==> src/pwmdps_pkg.sv <==
// shared widths, command codes, state encoding and helpers for the pwm setup block
package pwmdps_pkg;

  localparam int CounterWidth = 16;

  localparam int CpuHzW  = 26;
  localparam int PwmHzW  = 20;
  localparam int CfgW    = 26;
  localparam int DutyW   = 10;
  localparam int PeriodW = 16;
  localparam int CmpW    = PeriodW + 1;
  localparam int CodeW   = 3;
  localparam int FuncW   = 3;
  localparam int ValueW  = 16;

  // bit-serial divider widths
  localparam int NumW = CpuHzW + 10;             // cpu_hz * 1015
  localparam int DenW = PwmHzW + 10;             // pwm_hz * 1000
  localparam int CntW = 6;
  localparam int ProdW = PeriodW + DutyW;        // period * duty
  localparam logic [CntW-1:0] PerSteps = CntW'(NumW);
  localparam logic [CntW-1:0] CmpSteps = CntW'(ProdW);

  // wide enough to hold pwm_hz shifted by the largest ratio threshold
  localparam int RatioW = PwmHzW + CounterWidth + 8;

  localparam logic [DutyW-1:0] DutyFull = DutyW'(1000);
  localparam logic [CpuHzW-1:0] CpuHzReset = CpuHzW'(32000000);
  localparam logic [PwmHzW-1:0] PwmHzReset = PwmHzW'(1000);

  // configuration register indexes
  localparam logic CfgCpuHz = 1'b0;
  localparam logic CfgPwmHz = 1'b1;

  // commands
  localparam logic [FuncW-1:0] FuncSetWidth = 3'd0;
  localparam logic [FuncW-1:0] FuncAddWidth = 3'd1;
  localparam logic [FuncW-1:0] FuncApplyFreq = 3'd2;
  localparam logic [FuncW-1:0] FuncRun = 3'd3;
  localparam logic [FuncW-1:0] FuncStop = 3'd4;

  // clock select codes
  localparam logic [CodeW-1:0] CsDiv1 = 3'd1;
  localparam logic [CodeW-1:0] CsDiv2 = 3'd2;
  localparam logic [CodeW-1:0] CsDiv4 = 3'd3;
  localparam logic [CodeW-1:0] CsDiv8 = 3'd4;
  localparam logic [CodeW-1:0] CsDiv64 = 3'd5;
  localparam logic [CodeW-1:0] CsDiv256 = 3'd6;
  localparam logic [CodeW-1:0] CsDiv1024 = 3'd7;

  typedef enum logic [5:0] {
    S_IDLE    = 6'b000001,
    S_EXEC    = 6'b000010,
    S_DIV_PER = 6'b000100,
    S_PER_FIN = 6'b001000,
    S_MUL     = 6'b010000,
    S_DIV_CMP = 6'b100000
  } state_t;

  // log2 of the prescale factor for a clock select code
  function automatic logic [3:0] cs_shift(input logic [CodeW-1:0] code);
    logic [3:0] sh;
    unique case (code)
      CsDiv1:    sh = 4'd0;
      CsDiv2:    sh = 4'd1;
      CsDiv4:    sh = 4'd2;
      CsDiv8:    sh = 4'd3;
      CsDiv64:   sh = 4'd6;
      CsDiv256:  sh = 4'd8;
      CsDiv1024: sh = 4'd10;
      default:   sh = 4'd0;
    endcase
    return sh;
  endfunction

  // clamp a signed 17-bit duty to 0..1000
  function automatic logic [DutyW-1:0] clamp_duty(input logic signed [16:0] d);
    logic [DutyW-1:0] r;
    if (d < 17'sd0) begin
      r = '0;
    end else if (d > 17'sd1000) begin
      r = DutyFull;
    end else begin
      r = d[DutyW-1:0];
    end
    return r;
  endfunction

endpackage

==> src/pwm_duty_and_period_setup.sv <==
// pwm duty, prescaler and period setup with a shared bit-serial divider
//
//  channel  dir  fields (lowest bit first)
//  s_*      in   tdata: value[15:0]; tuser: func[2:0]
//  m_*      out  tdata: compare[16:0], duty_permille[26:17], period[42:27],
//                       clock_select[45:43], running[46], zero pad[47]
//  cfg_*    in   cfg_addr 0 cpu_hz, 1 pwm_hz; data in cfg_wdata low bits
//
//  one request at a time; a quotient bit per cycle in the shared divider sets the time
//  every request runs a compare divide; apply frequency adds a period divide before it
//  the next request is taken while the previous result waits in the output register
//  reset is synchronous; there is no clearing pass
//  a stalled output holds the block at the end of its compare divide
module pwm_duty_and_period_setup import pwmdps_pkg::*; (
  input  logic                 clk,
  input  logic                 rst,
  input  logic                 s_tvalid,
  output logic                 s_tready,
  input  logic [ValueW-1:0]    s_tdata,   // value[15:0]
  input  logic [FuncW-1:0]     s_tuser,   // func[2:0]
  output logic                 m_tvalid,
  input  logic                 m_tready,
  output logic [47:0]          m_tdata,   // compare, duty_permille, period, clock_select, running
  input  logic                 cfg_we,
  input  logic                 cfg_addr,
  input  logic [CfgW-1:0]      cfg_wdata
);

  state_t state, state_next;

  logic [CpuHzW-1:0]  cpu_hz;
  logic [PwmHzW-1:0]  pwm_hz;
  logic [FuncW-1:0]   func;
  logic [ValueW-1:0]  value;

  logic [DutyW-1:0]   duty;
  logic [PeriodW-1:0] period_reg;
  logic [CodeW-1:0]   prescale_code;
  logic               enabled;

  logic [NumW-1:0]    div_num;
  logic [DenW-1:0]    div_den;
  logic [DenW-1:0]    div_rem;
  logic [CntW-1:0]    div_cnt;

  logic [CmpW-1:0]    out_compare;
  logic [DutyW-1:0]   out_duty;
  logic [PeriodW-1:0] out_period;
  logic [CodeW-1:0]   out_code;
  logic               out_running;

  logic               in_acc;
  logic               out_free;
  logic               out_load;
  logic               div_done;
  logic [DenW:0]      trial;
  logic               trial_ge;

  logic [PwmHzW-1:0]  f_eff;
  logic [RatioW-1:0]  cpu_x;
  logic [RatioW-1:0]  f_x;
  logic [CodeW-1:0]   code_sel;
  logic signed [16:0] sum_add;
  logic signed [16:0] val_ext;
  logic [NumW-1:0]    quot_shr;
  logic [PeriodW-1:0] period_sat;
  logic [ProdW-1:0]   product;

  assign s_tready = (state == S_IDLE);
  assign in_acc   = s_tvalid && s_tready;
  assign out_free = !m_tvalid || m_tready;
  assign div_done = (div_cnt == '0);
  assign out_load = (state == S_DIV_CMP) && div_done && out_free;

  assign m_tdata = {1'b0, out_running, out_code, out_period, out_duty, out_compare};

  // one restoring step
  assign trial    = {div_rem, div_num[NumW-1]};
  assign trial_ge = (trial >= {1'b0, div_den});

  // prescaler pick: ratio < 2^k  <=>  cpu_hz < pwm_hz << (CounterWidth + k)
  assign f_eff = (pwm_hz == '0) ? PwmHzW'(1) : pwm_hz;
  assign cpu_x = RatioW'(cpu_hz);
  assign f_x   = RatioW'(f_eff);

  always_comb begin
    priority if (cpu_x < (f_x << CounterWidth)) begin
      code_sel = CsDiv1;
    end else if (cpu_x < (f_x << (CounterWidth + 1))) begin
      code_sel = CsDiv2;
    end else if (cpu_x < (f_x << (CounterWidth + 2))) begin
      code_sel = CsDiv4;
    end else if (cpu_x < (f_x << (CounterWidth + 3))) begin
      code_sel = CsDiv8;
    end else if (cpu_x < (f_x << (CounterWidth + 6))) begin
      code_sel = CsDiv64;
    end else if (cpu_x < (f_x << (CounterWidth + 8))) begin
      code_sel = CsDiv256;
    end else begin
      code_sel = CsDiv1024;
    end
  end

  assign val_ext = {value[ValueW-1], value};
  assign sum_add = $signed({7'b0, duty}) + val_ext;

  // the power-of-two part of the divisor is applied after the serial divide
  assign quot_shr   = div_num >> cs_shift(prescale_code);
  assign period_sat = (|quot_shr[NumW-1:PeriodW]) ? '1 : quot_shr[PeriodW-1:0];

  assign product = ProdW'(period_reg) * ProdW'(duty);

  always_comb begin
    state_next = state;
    unique case (state)
      S_IDLE:    if (in_acc) state_next = S_EXEC;
      S_EXEC:    state_next = (func == FuncApplyFreq) ? S_DIV_PER : S_MUL;
      S_DIV_PER: if (div_done) state_next = S_PER_FIN;
      S_PER_FIN: state_next = S_MUL;
      S_MUL:     state_next = S_DIV_CMP;
      S_DIV_CMP: if (div_done && out_free) state_next = S_IDLE;
      default:   state_next = S_IDLE;
    endcase
  end

  always_ff @(posedge clk) begin
    if (rst) begin
      state         <= S_IDLE;
      cpu_hz        <= CpuHzReset;
      pwm_hz        <= PwmHzReset;
      duty          <= '0;
      period_reg    <= '0;
      prescale_code <= CsDiv1;
      enabled       <= 1'b0;
      div_cnt       <= '0;
      m_tvalid      <= 1'b0;
    end else begin
      state <= state_next;

      if (cfg_we) begin
        unique case (cfg_addr)
          CfgCpuHz: cpu_hz <= cfg_wdata[CpuHzW-1:0];
          CfgPwmHz: pwm_hz <= cfg_wdata[PwmHzW-1:0];
          default:  ;
        endcase
      end

      if (out_load) begin
        m_tvalid <= 1'b1;
      end else if (m_tready) begin
        m_tvalid <= 1'b0;
      end

      if (in_acc) begin
        func  <= s_tuser;
        value <= s_tdata;
      end

      unique case (state)
        S_EXEC: begin
          unique case (func)
            FuncSetWidth: duty <= clamp_duty(val_ext);
            FuncAddWidth: duty <= clamp_duty(sum_add);
            FuncApplyFreq: begin
              prescale_code <= code_sel;
              div_num <= NumW'(cpu_hz) * NumW'(1015);
              div_den <= DenW'(f_eff) * DenW'(1000);
              div_rem <= '0;
              div_cnt <= PerSteps;
            end
            FuncRun:  enabled <= 1'b1;
            FuncStop: enabled <= 1'b0;
            default:  ;
          endcase
        end
        S_DIV_PER, S_DIV_CMP: begin
          if (!div_done) begin
            div_rem <= trial_ge ? DenW'(trial - {1'b0, div_den}) : trial[DenW-1:0];
            div_num <= {div_num[NumW-2:0], trial_ge};
            div_cnt <= div_cnt - CntW'(1);
          end else if (out_load) begin
            out_compare <= (duty == DutyFull) ? (CmpW'(period_reg) + CmpW'(1))
                                              : div_num[CmpW-1:0];
            out_duty    <= duty;
            out_period  <= period_reg;
            out_code    <= prescale_code;
            out_running <= enabled;
          end
        end
        S_PER_FIN: period_reg <= period_sat;
        S_MUL: begin
          // product left-aligned so that the quotient ends in the low bits
          div_num <= {product, (NumW - ProdW)'(0)};
          div_den <= DenW'(DutyFull);
          div_rem <= '0;
          div_cnt <= CmpSteps;
        end
        default: ;
      endcase
    end
  end

  a_duty_range: assert property (@(posedge clk) disable iff (rst)
    duty <= DutyFull)
    else $error("duty above full scale");

  a_code_nonzero: assert property (@(posedge clk) disable iff (rst)
    prescale_code != '0)
    else $error("clock select code zero");

  a_cnt_range: assert property (@(posedge clk) disable iff (rst)
    div_cnt <= PerSteps)
    else $error("divider step count out of range");

  a_one_request: assert property (@(posedge clk) disable iff (rst)
    in_acc |=> !s_tready)
    else $error("second request taken while busy");

  a_full_compare: assert property (@(posedge clk) disable iff (rst)
    (m_tvalid && out_duty == DutyFull) |-> out_compare == (CmpW'(out_period) + CmpW'(1)))
    else $error("compare wrong at full duty");

endmodule
==> config.mk <==
export PLATFORM = sky130hd
export DESIGN_NAME = pwm_duty_and_period_setup
export DESIGN_NICKNAME = d
export VERILOG_FILES = /design/src/pwmdps_pkg.sv /design/src/pwm_duty_and_period_setup.sv
export SDC_FILE = /design/constraint.sdc
export NUM_CORES = 2
export LEC_CHECK = 0
export BUFFER_PORTS_ARGS = -buffer_cell sky130_fd_sc_hd__buf_2
export CORE_ASPECT_RATIO = 1.5
export CORE_MARGIN = 10
export CORE_UTILIZATION = 33
export DETAILED_ROUTE_END_ITERATION = 16
export GPL_ROUTABILITY_DRIVEN = 0
export GPL_TIMING_DRIVEN = 0
export SETUP_SLACK_MARGIN = 0.02
export SLEW_MARGIN = 5
export SYNTH_ARGS = -nofsm -noshare
export SYNTH_HDL_FRONTEND = slang
export SYNTH_SLANG_ARGS = --single-unit
==> constraint.sdc <==
create_clock -name clk -period 10.5 [get_ports clk]
set_input_delay 2.625 -clock clk [delete_from_list [all_inputs] [get_ports clk]]
set_output_delay 2.625 -clock clk [all_outputs]
set_load 0.05 [all_outputs]
==> results.sh <==
export IMPL_ant_nets=0
export IMPL_synth_edff_count=159
export IMPL_postCtsHoldBufs=0
export IMPL_synth_avg_cell_area_um2=9.24
export IMPL_ys_ff_latch=248
export IMPL_clock_sinks=248
export IMPL_yosys_warnings=0
export IMPL_core_mm2=0.0849
export IMPL_port_buffers=99
export IMPL_firstDrtPassIters=7
export IMPL_regMostFlops="div_num"
export IMPL_grt_pass1_vias=22731
export IMPL_clockBufferDepth=3
export IMPL_worstSkewPairLatency_ns=0.61
export IMPL_wirelength_um=77900
export IMPL_htreeDepth=1
export IMPL_cts_made_buffers=30
export IMPL_p_leak_uw=0.0143
export IMPL_area_growth_pct=10.9
export IMPL_cp_start_kind="flop"
export IMPL_r2r_start="duty[2]"
export IMPL_yosys_top_cells_area="fa_1, edfxtp_1, ha_1"
export IMPL_crit_path_end_kind="flop"
export IMPL_vias=21959
export IMPL_hold_viol=0
export IMPL_nets=3868
export IMPL_dieHeight_um=378
export IMPL_grt_max_degree=34
export IMPL_regArea_mm2=0.00656
export IMPL_crit_start="duty[2]"
export IMPL_wl_per_cell_um=17.9
export IMPL_crit_type="reg2reg"
export IMPL_initial_utilization_pct=33.3
export IMPL_fin_area_mm2=0.0313
export IMPL_fin_tns_setup_ns=0
export IMPL_yosys_area_top_type="fa_1"
export IMPL_multiInputGateArea_mm2=0.0194
export IMPL_slew_viol_final=0
export IMPL_worstHoldStart="prescale_code[2]"
export IMPL_dp_cells=4296
export IMPL_ys_async_sr_fraction_pct=0
export IMPL_placed_area_mm2=0.0303
export IMPL_powerDensity_mw_per_mm2=187
export IMPL_grt_pass1_wl_um=125000
export IMPL_relSlewSlack_pct=23.8
export IMPL_cts_setup_buffers=0
export IMPL_crit_fanout=10
export IMPL_fmax_mhz=135
export IMPL_die_area_mm2=0.0979
export IMPL_grt_usage_pct=15.9
export IMPL_antenna_found_initial=7
export IMPL_biggestRegsByFlops="div_num x36, div_rem x30, div_den x27"
export IMPL_vias_per_cell=5.04
export IMPL_ys_types=81
export IMPL_synth_top_cells_by_count="inv_1, fa_1, ha_1, nand2_1, a21oi_1"
export IMPL_grt_overflow_total=0
export IMPL_worstPathArrival_ns=7.75
export IMPL_cts_resized=0
export IMPL_rows=131
export IMPL_fin_crit_sh_pct=70.7
export IMPL_ys_seq_area_share_pct=23.2
export IMPL_hold_worst_slack_ns=0.428
export IMPL_drc_errors=0
export IMPL_synth_most_common_cell="inv_1"
export IMPL_vdd_drop_max_mv=0.194
export IMPL_dr_first_iter_drc_count=1196
export IMPL_fin_crit_ns=7.42
export IMPL_maxCapViolCount=0
export IMPL_clock_skew_ns=0.0162
export IMPL_cts_clk_slew_worst_paths_ns=0.06
export IMPL_hpwl_um=64600
export IMPL_die_x_um=259
export IMPL_hold_class="reg2reg"
export IMPL_rsz0062_at_grt="false"
export IMPL_drive_gt1_share_pct=6.33
export IMPL_largest_register_ff_count=36
export IMPL_outcome="finished clean"
export IMPL_setup_violations=0
export IMPL_fillers=8739
export IMPL_cts_tree="built"
export IMPL_synth_fp_nets=3727
export IMPL_cts_root_buf="clkbuf_16"
export IMPL_stdcell_count=4355
export IMPL_crit_required_ns=10.83
export IMPL_synthCells=3057
export IMPL_io_pins=101
export IMPL_netlist_area_leader_share_pct=22.8
export IMPL_synth_cell_area_mm2=0.0282
export IMPL_worst_pin_slew_ns=1.13
export IMPL_ys_flop_type="edfxtp_1"
==> cell families (layout without fill, tap and decap cells) <==
logic type               count (synthesis)  in the layout  synth area share, %
AO/OA/AOI/OAI                          627            627                 14.0
flip-flops                             248            248                 23.2
other                                    1              4               0.0133
AND/OR/NAND/NOR                        787            787                 13.1
XOR/XNOR                               110            110                 3.41
buffers and inverters                  603            768                 8.09
adder cells (fa/ha/maj)                619            619                 36.0
multiplexers                            62             62                 2.24
==> area by class of cell <==
cell class,instances,share of cell area (%)
Clock buffer,40,2.78
Inverter,475,5.69
Tap cell,1130,4.51
Sequential cell,248,20.9
Multi-Input combinational cell,2206,62.0
Buffer,128,1.60
Timing Repair Buffer,109,1.95
Clock inverter,16,0.495
Antenna cell,3,0.0240
==> per-layer routing <==
metal / wire length (um) / global-route usage, % / vias to the layer above
li1: - / - / 10555
met1: 31200 / 18.3 / 10787
met2: 40400 / 29.6 / 501
met3: 3820 / 2.22 / 110
met4: 2480 / 5.34 / 6
met5: 22 / 0 / -
==> placed cells by master, fill, tap and decap left out, types with 17 or more instances in the layout <==
master       n
o21ai_0    157
inv_1      474
nor3_1      33
clkbuf_1   114
and2_1      88
nand3_1     32
edfxtp_1   159
ha_1       298
o211ai_1    30
a21oi_1    195
nor2b_1     18
a22oi_1     17
nand2_1    297
nor2_1     184
mux2i_1     53
o21a_1      18
nand4_1     21
a21o_1      38
nand2b_1    39
dfxtp_1     89
xor2_1      46
clkbuf_16   32
xnor2_1     64
a211oi_1    25
and3_1      20
buf_2      106
fa_1       321
==> path summary, 6_finish.rpt <==
check,end,slack [ns],cells after the start
max,div_num[33],3.08,24
min reg2reg,out_code[2],0.43,0
min,out_code[2],0.43,0
max reg2reg,div_num[33],3.08,24
==> critical path: stages, from the launching register on <==
cell and delay, ns:
dfxtp_1 0.37, clkbuf_1 0.48, clkbuf_1 0.48, nand2_1 0.15
fa_1 0.53, inv_1 0.05, fa_1 0.50, inv_1 0.05
fa_1 0.48, inv_1 0.06, fa_1 0.56, inv_1 0.06
fa_1 0.54, inv_1 0.05, ha_1 0.38, a2111oi_2 0.37
o21ai_1 0.10, a21boi_1 0.18, a311o_1 0.44, a2111o_1 0.44
a41o_1 0.31, o22ai_2 0.16, xnor2_1 0.12, a22oi_1 0.18
o21ai_1 0.09
==> power by group <==
| part | switching [uW] | internal, uW | leakage (uW) |
|---|---|---|---|
| registers | 52.5 | 1230 | 0.00223 |
| logic | 2040 | 1440 | 0.0116 |
| clock network | 467 | 635 | 0.000516 |
| total | 2550 | 3310 | 0.0143 |
==> through the flow <==
stage               power, uW  utilization, %  worst slack (ns)
floorplan                3980               -              2.55
global placement         4760            35.5            -0.947
detailed placement       4790            35.7              3.08
CTS                      5920            36.9              3.05
global route             6480            36.9              2.69
finish                   5870            36.9              3.08
Note: power is estimated with default switching activity, not from simulation.
